===== config.mk =====
export PLATFORM = sky130hd
export DESIGN_NAME = tbp_update
export DESIGN_NICKNAME = d
export VERILOG_FILES = /design/src/rtl/core/tbp_pkg.sv /design/src/rtl/core/tbp_update.sv
export SDC_FILE = /design/constraint.sdc
export NUM_CORES = 1
export LEC_CHECK = 0
export BUFFER_PORTS_ARGS = -buffer_cell sky130_fd_sc_hd__buf_2
export CAP_MARGIN = 20
export CORE_MARGIN = 4
export CORE_UTILIZATION = 44
export DETAILED_ROUTE_END_ITERATION = 7
export PLACE_DENSITY = 0.9
export SYNTH_ARGS = -nofsm -noshare
export SYNTH_HDL_FRONTEND = slang
export SYNTH_SLANG_ARGS = --single-unit

===== constraint.sdc =====
create_clock -name vclk -period 2.7
set_clock_uncertainty 0.15 [all_clocks]
set_input_delay 0.27 -clock vclk [all_inputs]
set_output_delay 0.27 -clock vclk [all_outputs]
set_load 0.01 [all_outputs]

===== src/rtl/core/tbp_pkg.sv =====
// Shared types and constants for the tournament branch predictor.
// No dependencies.
package tbp_pkg;

   localparam int unsigned COUNT_WIDTH = 32;

   localparam logic [1:0] CTR_MIN       = 2'd0;
   localparam logic [1:0] CTR_MAX       = 2'd3;
   localparam logic [1:0] CHOOSER_RESET = 2'd0;
   localparam logic [1:0] PHT_RESET     = 2'd3;

   typedef enum logic [2:0] {
      ST_CLEAR  = 3'b001,
      ST_IDLE   = 3'b010,
      ST_LOOKUP = 3'b100
   } state_type;

   typedef struct packed {
      logic                   pred;
      logic                   use_bim;
      logic                   ok;
      logic [1:0]             chooser;
      logic [1:0]             bimodal;
      logic [1:0]             gshare;
      logic [COUNT_WIDTH-1:0] hit_count;
   } upd_type;

endpackage


===== src/rtl/core/tbp_update.sv =====
// Prediction select, chooser and counter training, saturating hit count.
// Depends on tbp_pkg.
module tbp_update (
   input  logic [1:0]                      chooser_ctr,
   input  logic [1:0]                      bimodal_ctr,
   input  logic [1:0]                      gshare_ctr,
   input  logic                            taken,
   input  logic [tbp_pkg::COUNT_WIDTH-1:0] hit_count,
   output tbp_pkg::upd_type                upd
);

   function automatic logic [1:0] train2(input logic [1:0] ctr, input logic up);
      logic [1:0] res;
      res = ctr;
      if (up) begin
         if (ctr != tbp_pkg::CTR_MAX) res = ctr + 2'd1;
      end else begin
         if (ctr != tbp_pkg::CTR_MIN) res = ctr - 2'd1;
      end
      return res;
   endfunction

   logic g_pred;
   logic b_pred;
   logic g_ok;
   logic b_ok;

   always_comb begin
      g_pred       = gshare_ctr[1];
      b_pred       = bimodal_ctr[1];
      g_ok         = (g_pred == taken);
      b_ok         = (b_pred == taken);
      upd.use_bim  = chooser_ctr[1];
      upd.pred     = upd.use_bim ? b_pred : g_pred;
      upd.ok       = (upd.pred == taken);
      upd.chooser  = (g_ok != b_ok) ? train2(chooser_ctr, b_ok) : chooser_ctr;
      upd.bimodal  = train2(bimodal_ctr, taken);
      upd.gshare   = train2(gshare_ctr, taken);
      upd.hit_count = hit_count;
      if (upd.ok && (hit_count != '1)) begin
         upd.hit_count = hit_count + tbp_pkg::COUNT_WIDTH'(1);
      end
   end

endmodule


==> qor.json, run 1 <==
{
  "place.port_buffers": {"value": 80},
  "vdd_drop_max": {"value": 0.08633, "unit": "mV"},
  "fin_setup_tns": {"value": 0, "unit": "ps"},
  "drive_gt1_share": {"value": 40.93, "unit": "%"},
  "gr-total-overflow": {"value": 0},
  "chipHeight": {"value": 54.83, "unit": "um"},
  "synth.top_cells.by_count": {"value": "xnor2_1 (28), nand4_1 (18), nand2_1 (14), nand3_1 (14), and3_1 (8)"},
  "synth-compound-area-share": {"value": 9.079, "unit": "%"},
  "synth_top_cells_by_area": {"value": "xnor2_1 (25%), nand4_1 (12%), nand3_1 (7.3%), nand2_1 (5.4%), and3_1 (5.2%)"},
  "vias": {"value": 1279},
  "max_slew_margin": {"value": 64.28, "unit": "%"},
  "drt-wirelength-per-cell": {"value": 12.10, "unit": "um"},
  "placement_rows": {"value": 16},
  "timing.critical_path.slowest_stage_cell": {"value": "mux2i_4"},
  "die_extent_in_x": {"value": 54.83, "unit": "um"},
  "setup_repair_after_global_routing_missed_its_margin": {"value": "no"},
  "grt_first_pass_wirelength": {"value": 4353, "unit": "um"},
  "sequential_cell_area": {"value": 0, "unit": "um^2"},
  "synth.yosys.warnings": {"value": 0},
  "number_of_antenna_violations_at_the_first_check_in_global_routing": {"value": 0},
  "drv_cap": {"value": 0},
  "route.antenna.remaining_nets": {"value": 0},
  "mean_instance_size_in_the_synthesized_netlist": {"value": 6.746, "unit": "um^2"},
  "grt.total_usage": {"value": 18.53, "unit": "%"},
  "detail_route.first_pass.iterations": {"value": 4},
  "synth_top_family_by_area": {"value": "simple AND/OR/NAND/NOR gates"},
  "number_of_sequential_storage_elements": {"value": 0},
  "seq_area_frac_synth": {"value": 0, "unit": "%"},
  "power_per_cell_area": {"value": 150.2, "unit": "nW/um^2"},
  "finalHoldViolCount": {"value": 0},
  "placeable_area": {"value": 2022, "unit": "um^2"},
  "dr_iter_0_viols": {"value": 20},
  "critical_path_start": {"value": "chooser_ctr[1]"},
  "timing.final.setup_violations": {"value": 0},
  "synthesis.instances": {"value": 143},
  "leakage": {"value": 0.6042, "unit": "nW"},
  "final_period_util": {"value": 86.71, "unit": "%"},
  "drc_violation_count_after_routing": {"value": 0},
  "number_of_cells_upsized_or_downsized_after_cts": {"value": 0},
  "routed_wl": {"value": 2927, "unit": "um"},
  "cell_repeated_most_along_the_worst_path": {"value": "buf_2"},
  "cp.required": {"value": 2280, "unit": "ps"},
  "yosys.area_share.xor_xnor": {"value": 28.92, "unit": "%"},
  "synth.distinct_cells": {"value": 34},
  "worstPathCellList": {"value": "buf_2 -> mux2i_4 -> xnor2_2 -> a31oi_2 -> buf_4 -> nand3_1 -> xnor2_1 -> buf_2"},
  "tightest_slew": {"value": 531.7, "unit": "ps"},
  "final_core_utilization": {"value": 66.89, "unit": "%"},
  "grtUsageMet1": {"value": 23.31, "unit": "%"},
  "cp_slowest_stage_delay": {"value": 280, "unit": "ps"},
  "postSynthNetCount": {"value": 183},
  "cts_hold_buffers": {"value": 0},
  "slew_violations": {"value": 0},
  "grt_pass1_vias": {"value": 1056},
  "clock_buffers": {"value": 0},
  "synthMostInstantiatedCell": {"value": "xnor2_1"},
  "n_antenna_cell": {"value": 0},
  "grt_util_met3": {"value": 1.635, "unit": "%"},
  "die_area": {"value": 3006, "unit": "um^2"},
  "fin_cells": {"value": 242},
  "fmax": {"value": 427.1, "unit": "MHz"},
  "critical_path_peak_fanout": {"value": 18},
  "synth_mux_area_share": {"value": 5.837, "unit": "%"},
  "cp_data_arrival_time": {"value": 1920, "unit": "ps"},
  "startpoint_to_endpoint_class_of_the_critical_path": {"value": "in2out"},
  "synth_simple_gate_area_share": {"value": 45.27, "unit": "%"},
  "gp_routability_congestion": {"value": 0.8246},
  "post-place-cells": {"value": 242},
  "status": {"value": "completed"},
  "timing.hold.worst.start": {"value": "gshare_ctr[0]"},
  "synth_to_final_area_change": {"value": 40.21, "unit": "%"},
  "final.min_clock_period": {"value": 2341, "unit": "ps"},
  "post-synth-top-area-fraction": {"value": 25.42, "unit": "%"},
  "post-synth-top-area-cell": {"value": "xnor2_1"},
  "vias_per_cell": {"value": 5.285},
  "initial_utilization": {"value": 47.71, "unit": "%"},
  "grt.met2_usage": {"value": 35.04, "unit": "%"},
  "crit_path_start_kind": {"value": "primary input"},
  "num-nets-final": {"value": 257},
  "cts.repair_timing.setup_buffer_count": {"value": 0},
  "min-delay-path-class": {"value": "in2out"},
  "largest_net_degree_at_the_start_of_global_routing": {"value": 19},
  "endpoint_kind": {"value": "primary output"},
  "gr-max-usage-layer": {"value": "met2"},
  "ioPinCount": {"value": 80},
  "synth-adder-area-share": {"value": 3.372, "unit": "%"},
  "detailedPlacementHpwl": {"value": 2514, "unit": "um"},
  "synthesis.area": {"value": 964.7, "unit": "um^2"}
}
## critical path, delay by kind of cell
kind	cells	cell delay, ps
AO/OA/AOI/OAI	1	270
AND/OR/NAND/NOR	1	120
buffers and inverters	3	640
multiplexers	1	280
XOR/XNOR	2	340
## where the power goes
part           internal (W)  switching [W]  leakage (nW)  total, W
Clock                     0              0             0         0
Combinational     0.0000904       0.000113         0.604  0.000203
Sequential                0              0             0         0
## final cells by class
cell class / instances / area, um^2
fillers: 209 / 669.4
inverters: 5 / 18.77
multi-input cells: 129 / 892.1
well taps: 27 / 33.78
repair buffers: 81 / 407.9
## cell families after synthesis
family                     after synthesis
and+or+nand+nor                         77
xor gates and xnor gates                31
AOI/OAI and AO/OA                       14
buffers and inverters                   14
muxes                                    4
adders and majority gates                3
## layer usage
layer  vias to the layer above  share of wire, %
met2                        53                49
met1                       564                42
met3                         0               9.4
met5                         -                 0
li1                        662                 -
met4                         0                 0
## worst paths after layout
check	endpoint	slack, ps	cells after the start
setup / recovery	upd[19]	360	8
hold / removal	upd[32]	670	3
## through the flow
stage	hold WS, ps	setup slack, ps	power [W]	area, um^2
after detailed placement	676.1	379.5	0.0002034	1353
after global placement	673.6	443.8	0.0001994	1353
after CTS	676.4	381.9	0.0002039	1353
after global routing	689.7	232.8	0.0002238	1353
after floorplan	470.1	699.6	0.0001123	964.7
final	675.0	358.8	0.0002032	1353
## placed cells by master (no fill, tap or decap), types with 2 or more instances in the layout
cell	synthesis	routed
mux2_1	3	3
and2_1	4	4
xor2_1	2	2
nor3_1	4	4
nand3_1	14	14
buf_2	7	80
and3_1	8	8
or2_2	2	2
maj3_1	2	2
nand4_1	18	18
inv_1	5	5
xnor2_1	28	28
nand2_1	14	14
nor2_1	4	4
a21oi_1	6	6
o21ai_0	4	4
Note: power is estimated with default switching activity, not from simulation.
==> inputs of run 2 (changes only) <==
--- a/config.mk
+++ b/config.mk
@@ -7,7 +7,6 @@
 export LEC_CHECK = 0
 export BUFFER_PORTS_ARGS = -buffer_cell sky130_fd_sc_hd__buf_2
 export CAP_MARGIN = 20
-export CORE_MARGIN = 4
 export CORE_UTILIZATION = 44
 export DETAILED_ROUTE_END_ITERATION = 7
 export PLACE_DENSITY = 0.9
==> run 2 against run 1 <==
- worst setup slack better by 55 ps
- die area is 21% lower
- sequential share of layout area unchanged
- first-iteration DRC count up 20%
- flip-flop and latch count unchanged
- cell area increased by 0.55%
- via count is 1.5% higher
- largest cell class unchanged
==> qor.json, run 2 (synthesized netlist as in run 1, its figures left out) <==
{
  "critical_path_peak_fanout": {"value": 9},
  "vias": {"value": 1298},
  "power_frac_seq": {"value": 0, "unit": "%"},
  "number_of_cells_upsized_or_downsized_after_cts": {"value": 0},
  "status": {"value": "completed"},
  "chipHeight": {"value": 48.83, "unit": "um"},
  "endpoint_kind": {"value": "primary output"},
  "grt_first_pass_wirelength": {"value": 4236, "unit": "um"},
  "route.antenna.remaining_nets": {"value": 0},
  "drv_cap": {"value": 0},
  "startpoint_to_endpoint_class_of_the_critical_path": {"value": "in2out"},
  "slew_violations": {"value": 0},
  "switching_share": {"value": 54.58, "unit": "%"},
  "placement_rows": {"value": 16},
  "grt.met2_usage": {"value": 39.35, "unit": "%"},
  "gp_routability_congestion": {"value": 0.8122},
  "gr-total-overflow": {"value": 0},
  "worstPathCellList": {"value": "buf_2 -> mux2i_4 -> xnor2_2 -> nor4_4 -> nand4_1 -> xnor2_1 -> buf_2"},
  "combPwrFrac": {"value": 100.0, "unit": "%"},
  "min-delay-path-class": {"value": "in2out"},
  "cts_hold_buffers": {"value": 0},
  "cp_top_family": {"value": "simple AND/OR/NAND/NOR gates"},
  "cp_slowest_stage_delay": {"value": 500, "unit": "ps"},
  "tightest_slew": {"value": 470.9, "unit": "ps"},
  "final.min_clock_period": {"value": 2286, "unit": "ps"},
  "drc_violation_count_after_routing": {"value": 0},
  "n_antenna_cell": {"value": 0},
  "drt-wirelength-per-cell": {"value": 10.58, "unit": "um"},
  "switching_power": {"value": 0.0001114, "unit": "W"},
  "vias_per_cell": {"value": 5.342},
  "routed_wl": {"value": 2571, "unit": "um"},
  "cell_repeated_most_along_the_worst_path": {"value": "buf_2"},
  "grtUsageMet1": {"value": 26.08, "unit": "%"},
  "clock_buffers": {"value": 0},
  "filler_cell_count": {"value": 180},
  "number_of_antenna_violations_at_the_first_check_in_global_routing": {"value": 0},
  "grt.total_usage": {"value": 20.63, "unit": "%"},
  "final_period_util": {"value": 84.66, "unit": "%"},
  "drive_gt1_share": {"value": 41.20, "unit": "%"},
  "cellInternalPower": {"value": 0.00009270, "unit": "W"},
  "dr_iter_0_viols": {"value": 24},
  "initial_utilization": {"value": 48.19, "unit": "%"},
  "timing.final.setup_violations": {"value": 0},
  "die_extent_in_x": {"value": 48.83, "unit": "um"},
  "fin_setup_tns": {"value": 0, "unit": "ps"},
  "worstPathBufferInverterCount": {"value": 2},
  "crit_path_start_kind": {"value": "primary input"},
  "layout_commonest_cell": {"value": "buf_2"},
  "cts.repair_timing.setup_buffer_count": {"value": 0},
  "final_core_utilization": {"value": 67.94, "unit": "%"},
  "placeable_area": {"value": 2002, "unit": "um^2"},
  "grt_util_met3": {"value": 0.9346, "unit": "%"},
  "cp.required": {"value": 2280, "unit": "ps"},
  "power_per_cell_area": {"value": 150.1, "unit": "nW/um^2"},
  "place.port_buffers": {"value": 80},
  "synth_to_final_area_change": {"value": 40.99, "unit": "%"},
  "cp_data_arrival_time": {"value": 1870, "unit": "ps"},
  "largest_net_degree_at_the_start_of_global_routing": {"value": 14},
  "detail_route.first_pass.iterations": {"value": 4},
  "sequential_cell_area": {"value": 0, "unit": "um^2"},
  "clock_share_of_power": {"value": 0, "unit": "%"},
  "gr-max-usage-layer": {"value": "met2"},
  "fmax": {"value": 437.5, "unit": "MHz"},
  "detailedPlacementHpwl": {"value": 2204, "unit": "um"},
  "leakage": {"value": 0.6090, "unit": "nW"},
  "vdd_drop_max": {"value": 0.09194, "unit": "mV"},
  "grt_pass1_vias": {"value": 1051},
  "ioPinCount": {"value": 80},
  "num-nets-final": {"value": 258},
  "setup_repair_after_global_routing_missed_its_margin": {"value": "no"},
  "max_slew_margin": {"value": 68.36, "unit": "%"},
  "die_area": {"value": 2384, "unit": "um^2"},
  "timing.critical_path.slowest_stage_cell": {"value": "nor4_4"},
  "multi_input_comb_area": {"value": 892.1, "unit": "um^2"},
  "mostFrequentLayoutCells": {"value": "buf_2 (80), xnor2_1 (28), nand4_1 (18)"},
  "finalHoldViolCount": {"value": 0},
  "number_of_sequential_storage_elements": {"value": 0}
}
run 2: cell types whose count changed in the layout (fill, tap and decap cells not counted), sizes merged:
cell  delta
buf      +1
run 2: stage by stage:
stage	setup slack (ps)	cells	hold WS [ps]	cell area (um^2)	total power (W)
2_1_floorplan	699.6	143	470.1	964.7	0.0001123
3_3_place_gp	458.1	243	673.0	1360	0.0002021
3_5_place_dp	412.9	243	675.1	1360	0.0002045
4_1_cts	405.1	243	675.1	1360	0.0002050
5_1_grt	249.2	243	688.1	1360	0.0002230
6_report	414.1	243	673.6	1360	0.0002041
run 2: power by group through the flow:
stage                     clock, W  sequential (W)  combinational (W)
after floorplan                  0               0           0.000112
after global placement           0               0           0.000202
after detailed placement         0               0           0.000204
after CTS                        0               0           0.000205
after global routing             0               0           0.000223
final                            0               0           0.000204
run 2: cell type report:
class / count / area share (%)
inverters: 5 / 1.380
multi-input cells: 129 / 65.59
well taps: 27 / 2.484
repair buffers: 82 / 30.54
run 2: layer usage:
metal,up-vias,routed length [um]
li1,663,-
met1,581,1111
met2,54,1294
met3,0,166
met4,0,0
met5,-,0
run 2: worst paths after layout:
kind,end,depth (start not counted),startpoint
worst min-delay path,upd[31],3,hit_count[31]
worst max-delay path,upd[18],7,chooser_ctr[1]
==> inputs of run 3 (changes only) <==
--- a/config.mk
+++ b/config.mk
@@ -5,11 +5,12 @@
 export SDC_FILE = /design/constraint.sdc
 export NUM_CORES = 1
 export LEC_CHECK = 0
+export ABC_AREA = 1
 export BUFFER_PORTS_ARGS = -buffer_cell sky130_fd_sc_hd__buf_2
 export CAP_MARGIN = 20
 export CORE_UTILIZATION = 44
 export DETAILED_ROUTE_END_ITERATION = 7
-export PLACE_DENSITY = 0.9
+export PLACE_DENSITY = 0.81
 export SYNTH_ARGS = -nofsm -noshare
 export SYNTH_HDL_FRONTEND = slang
 export SYNTH_SLANG_ARGS = --single-unit
==> constraint.sdc (replaced) <==
create_clock -name vclk -period 1.9
set_clock_uncertainty 0.15 [all_clocks]
set_input_delay 0.19 -clock vclk [all_inputs]
set_output_delay 0.19 -clock vclk [all_outputs]
set_load 0.01 [all_outputs]
==> run 3 against run 2 <==
- synthesized cell count grew 150%
- critical path depth is 5 higher
- worst setup slack lost 320 ps
- sequential share of layout area unchanged
- cell area rose by 52%
- die area up 56%
- routed wire length is 73% higher
- global-route usage grew 3.7 points
- combinational power rose by 130%
- critical path type unchanged
- critical endpoint is now upd[5]
- largest cell class unchanged
- highest routed layer is now met4
==> qor.json, run 3 <==
{
  "met2_length": {"value": 2129, "unit": "um"},
  "die_extent_in_x": {"value": 60.93, "unit": "um"},
  "timing.critical_path.slowest_stage_cell": {"value": "ha_2"},
  "power_per_cell_area": {"value": 228.2, "unit": "nW/um^2"},
  "switching_share": {"value": 58.98, "unit": "%"},
  "clock_share_of_power": {"value": 0, "unit": "%"},
  "grt.total_usage": {"value": 24.31, "unit": "%"},
  "grt_pass1_vias": {"value": 1837},
  "finalHoldViolCount": {"value": 0},
  "status": {"value": "completed"},
  "top_layer": {"value": "met4"},
  "final_period_util": {"value": 95.06, "unit": "%"},
  "crit_path_start_kind": {"value": "primary input"},
  "gp_routability_congestion": {"value": 0.9570},
  "synth.distinct_cells": {"value": 18},
  "multi_input_comb_area": {"value": 1350, "unit": "um^2"},
  "drive_gt1_share": {"value": 23.93, "unit": "%"},
  "detail_route.first_pass.iterations": {"value": 4},
  "worstPathCellList": {"value": "buf_2 -> ha_2 -> inv_2 -> nor2_4 -> nand2_4 -> nor2_4 -> nand2_2 -> nand2_4 -> buf_12 -> nand2_1 -> o21ai_0 -> buf_2"},
  "slew_violations": {"value": 0},
  "report.power.total": {"value": 0.0004721, "unit": "W"},
  "final.min_clock_period": {"value": 1806, "unit": "ps"},
  "ioPinCount": {"value": 80},
  "seq_area_frac_synth": {"value": 0, "unit": "%"},
  "vias": {"value": 2283},
  "setup_repair_after_global_routing_missed_its_margin": {"value": "yes"},
  "wl_met1": {"value": 2023, "unit": "um"},
  "synthMostInstantiatedCell": {"value": "nand2_1"},
  "clock_buffers": {"value": 0},
  "largest_net_degree_at_the_start_of_global_routing": {"value": 28},
  "number_of_sequential_storage_elements": {"value": 0},
  "drc_violation_count_after_routing": {"value": 0},
  "grt_first_pass_wirelength": {"value": 7162, "unit": "um"},
  "tightest_slew": {"value": 291.7, "unit": "ps"},
  "timing.hold.worst.start": {"value": "chooser_ctr[1]"},
  "placement_rows": {"value": 21},
  "sequential_cell_area": {"value": 0, "unit": "um^2"},
  "max_slew_margin": {"value": 80.48, "unit": "%"},
  "endpoint_kind": {"value": "primary output"},
  "post-synth-top-area-fraction": {"value": 49.39, "unit": "%"},
  "drv_cap": {"value": 0},
  "synth.yosys.warnings": {"value": 0},
  "min-delay-path-class": {"value": "in2out"},
  "post-synth-top-area-cell": {"value": "nand2_1"},
  "die_area": {"value": 3712, "unit": "um^2"},
  "post-place-cells": {"value": 488},
  "switching_power": {"value": 0.0002784, "unit": "W"},
  "met3WireLength": {"value": 217, "unit": "um"},
  "startpoint_to_endpoint_class_of_the_critical_path": {"value": "in2out"},
  "mostFrequentLayoutCells": {"value": "nand2_1 (201), buf_2 (80), nor2_1 (55)"},
  "n_antenna_cell": {"value": 0},
  "vias_per_cell": {"value": 4.669},
  "fmax": {"value": 553.7, "unit": "MHz"},
  "synth_top_cells_by_area": {"value": "nand2_1 (49%), nor2_1 (14%), inv_1 (8.4%), nand3_1 (6.2%), xor2_1 (5.7%)"},
  "routed_wl": {"value": 4446, "unit": "um"},
  "place.port_buffers": {"value": 80},
  "filler_cell_count": {"value": 362},
  "cp.required": {"value": 1560, "unit": "ps"},
  "gr-total-overflow": {"value": 0},
  "timing.final.setup_violations": {"value": 0},
  "power_frac_seq": {"value": 0, "unit": "%"},
  "vdd_drop_max": {"value": 0.1889, "unit": "mV"},
  "dr_iter_0_viols": {"value": 128},
  "cts_hold_buffers": {"value": 0},
  "synth_to_final_area_change": {"value": 35.38, "unit": "%"},
  "dp_worst_setup_slack": {"value": 35.92, "unit": "ps"},
  "cp_data_arrival_time": {"value": 1470, "unit": "ps"},
  "num-nets-final": {"value": 485},
  "drt-wirelength-per-cell": {"value": 9.092, "unit": "um"},
  "detailedPlacementHpwl": {"value": 3849, "unit": "um"},
  "number_of_antenna_violations_at_the_first_check_in_global_routing": {"value": 0},
  "synthesis.area": {"value": 1528, "unit": "um^2"},
  "chipHeight": {"value": 60.93, "unit": "um"},
  "cp_slowest_stage_delay": {"value": 180, "unit": "ps"},
  "timing.hold.worst_path_depth": {"value": 2},
  "combPwrFrac": {"value": 100.0, "unit": "%"},
  "fin_cells": {"value": 489},
  "postSynthNetCount": {"value": 396},
  "synthesis.instances": {"value": 356},
  "worstHoldEndpoint": {"value": "upd[39]"},
  "cellInternalPower": {"value": 0.0001936, "unit": "W"},
  "post_layout_worst_setup_margin": {"value": 93.81, "unit": "ps"},
  "placeable_area": {"value": 3337, "unit": "um^2"},
  "critical_path_peak_fanout": {"value": 19},
  "mean_instance_size_in_the_synthesized_netlist": {"value": 4.291, "unit": "um^2"},
  "synth.top_cells.by_count": {"value": "nand2_1 (201), nor2_1 (57), inv_1 (34)"},
  "leakage": {"value": 1.262, "unit": "nW"},
  "initial_utilization": {"value": 45.78, "unit": "%"},
  "layout_commonest_cell": {"value": "nand2_1"},
  "route.antenna.remaining_nets": {"value": 0}
}
## run 3: kinds of logic after synthesis
family | Yosys count | synth area share (%)
AND/OR/NAND/NOR | 286 | 74.20
buffers and inverters | 42 | 12.45
XOR/XNOR | 15 | 8.599
AO/OA/AOI/OAI | 12 | 3.931
adder cells (fa/ha/maj) | 1 | 0.8189
## run 3: cell type report
| type | count | area share [%] |
|---|---|---|
| inverter | 36 | 6.655 |
| multi-input combinational | 314 | 65.28 |
| timing repair buffer | 93 | 25.29 |
| tap | 46 | 2.783 |
## run 3: how the worst max path moves through the flow
stage	start	slack [ps]	cells past startpoint	end
5_1_grt	hit_count[1]	-20	12	upd[5]
2_1_floorplan	hit_count[0]	240	11	upd[28]
4_1_cts	hit_count[0]	30	12	upd[5]
3_5_place_dp	hit_count[0]	40	12	upd[5]
3_3_place_gp	hit_count[0]	60	12	upd[2]
6_report	hit_count[0]	90	12	upd[5]
## run 3: power by group through the flow
| stage | clock network, W | registers [W] | logic (W) |
|---|---|---|---|
| 2_1_floorplan | 0 | 0 | 0.000267 |
| 3_3_place_gp | 0 | 0 | 0.000465 |
| 3_5_place_dp | 0 | 0 | 0.000471 |
| 4_1_cts | 0 | 0 | 0.000473 |
| 5_1_grt | 0 | 0 | 0.000535 |
| 6_report | 0 | 0 | 0.000472 |
## run 3: worst max-delay path: cells and delay by family
family / cells / cell delay, ps
AOI/OAI and AO/OA: 1 / 60
adders and majority gates: 1 / 180
buffers and inverters: 4 / 440
and+or+nand+nor: 6 / 580
## run 3: what timing repair did
item | 4_1_cts | 5_1_grt
buffers inserted | 0 | 1
setup endpoints to repair | 0 | 30
resized for setup | 0 | 4
## run 3: metrics by stage
stage	hold slack (ps)	area (um^2)	utilization (%)	setup TNS [ps]
2_1_floorplan	321.8	1528	-	0
3_3_place_gp	476.2	2048	61.38	0
3_5_place_dp	480.8	2048	61.38	0
4_1_cts	483.5	2048	61.38	0
5_1_grt	509.5	2068	61.98	-19.08
6_report	483.3	2068	61.98	0
## run 3: per-layer routing
| layer | vias up | track usage [%] |
|---|---|---|
| met5 | - | 0 |
| met3 | 8 | 0.8529 |
| met4 | 0 | 4.221 |
| met2 | 72 | 46.47 |
| li1 | 1246 | - |
| met1 | 957 | 30.34 |
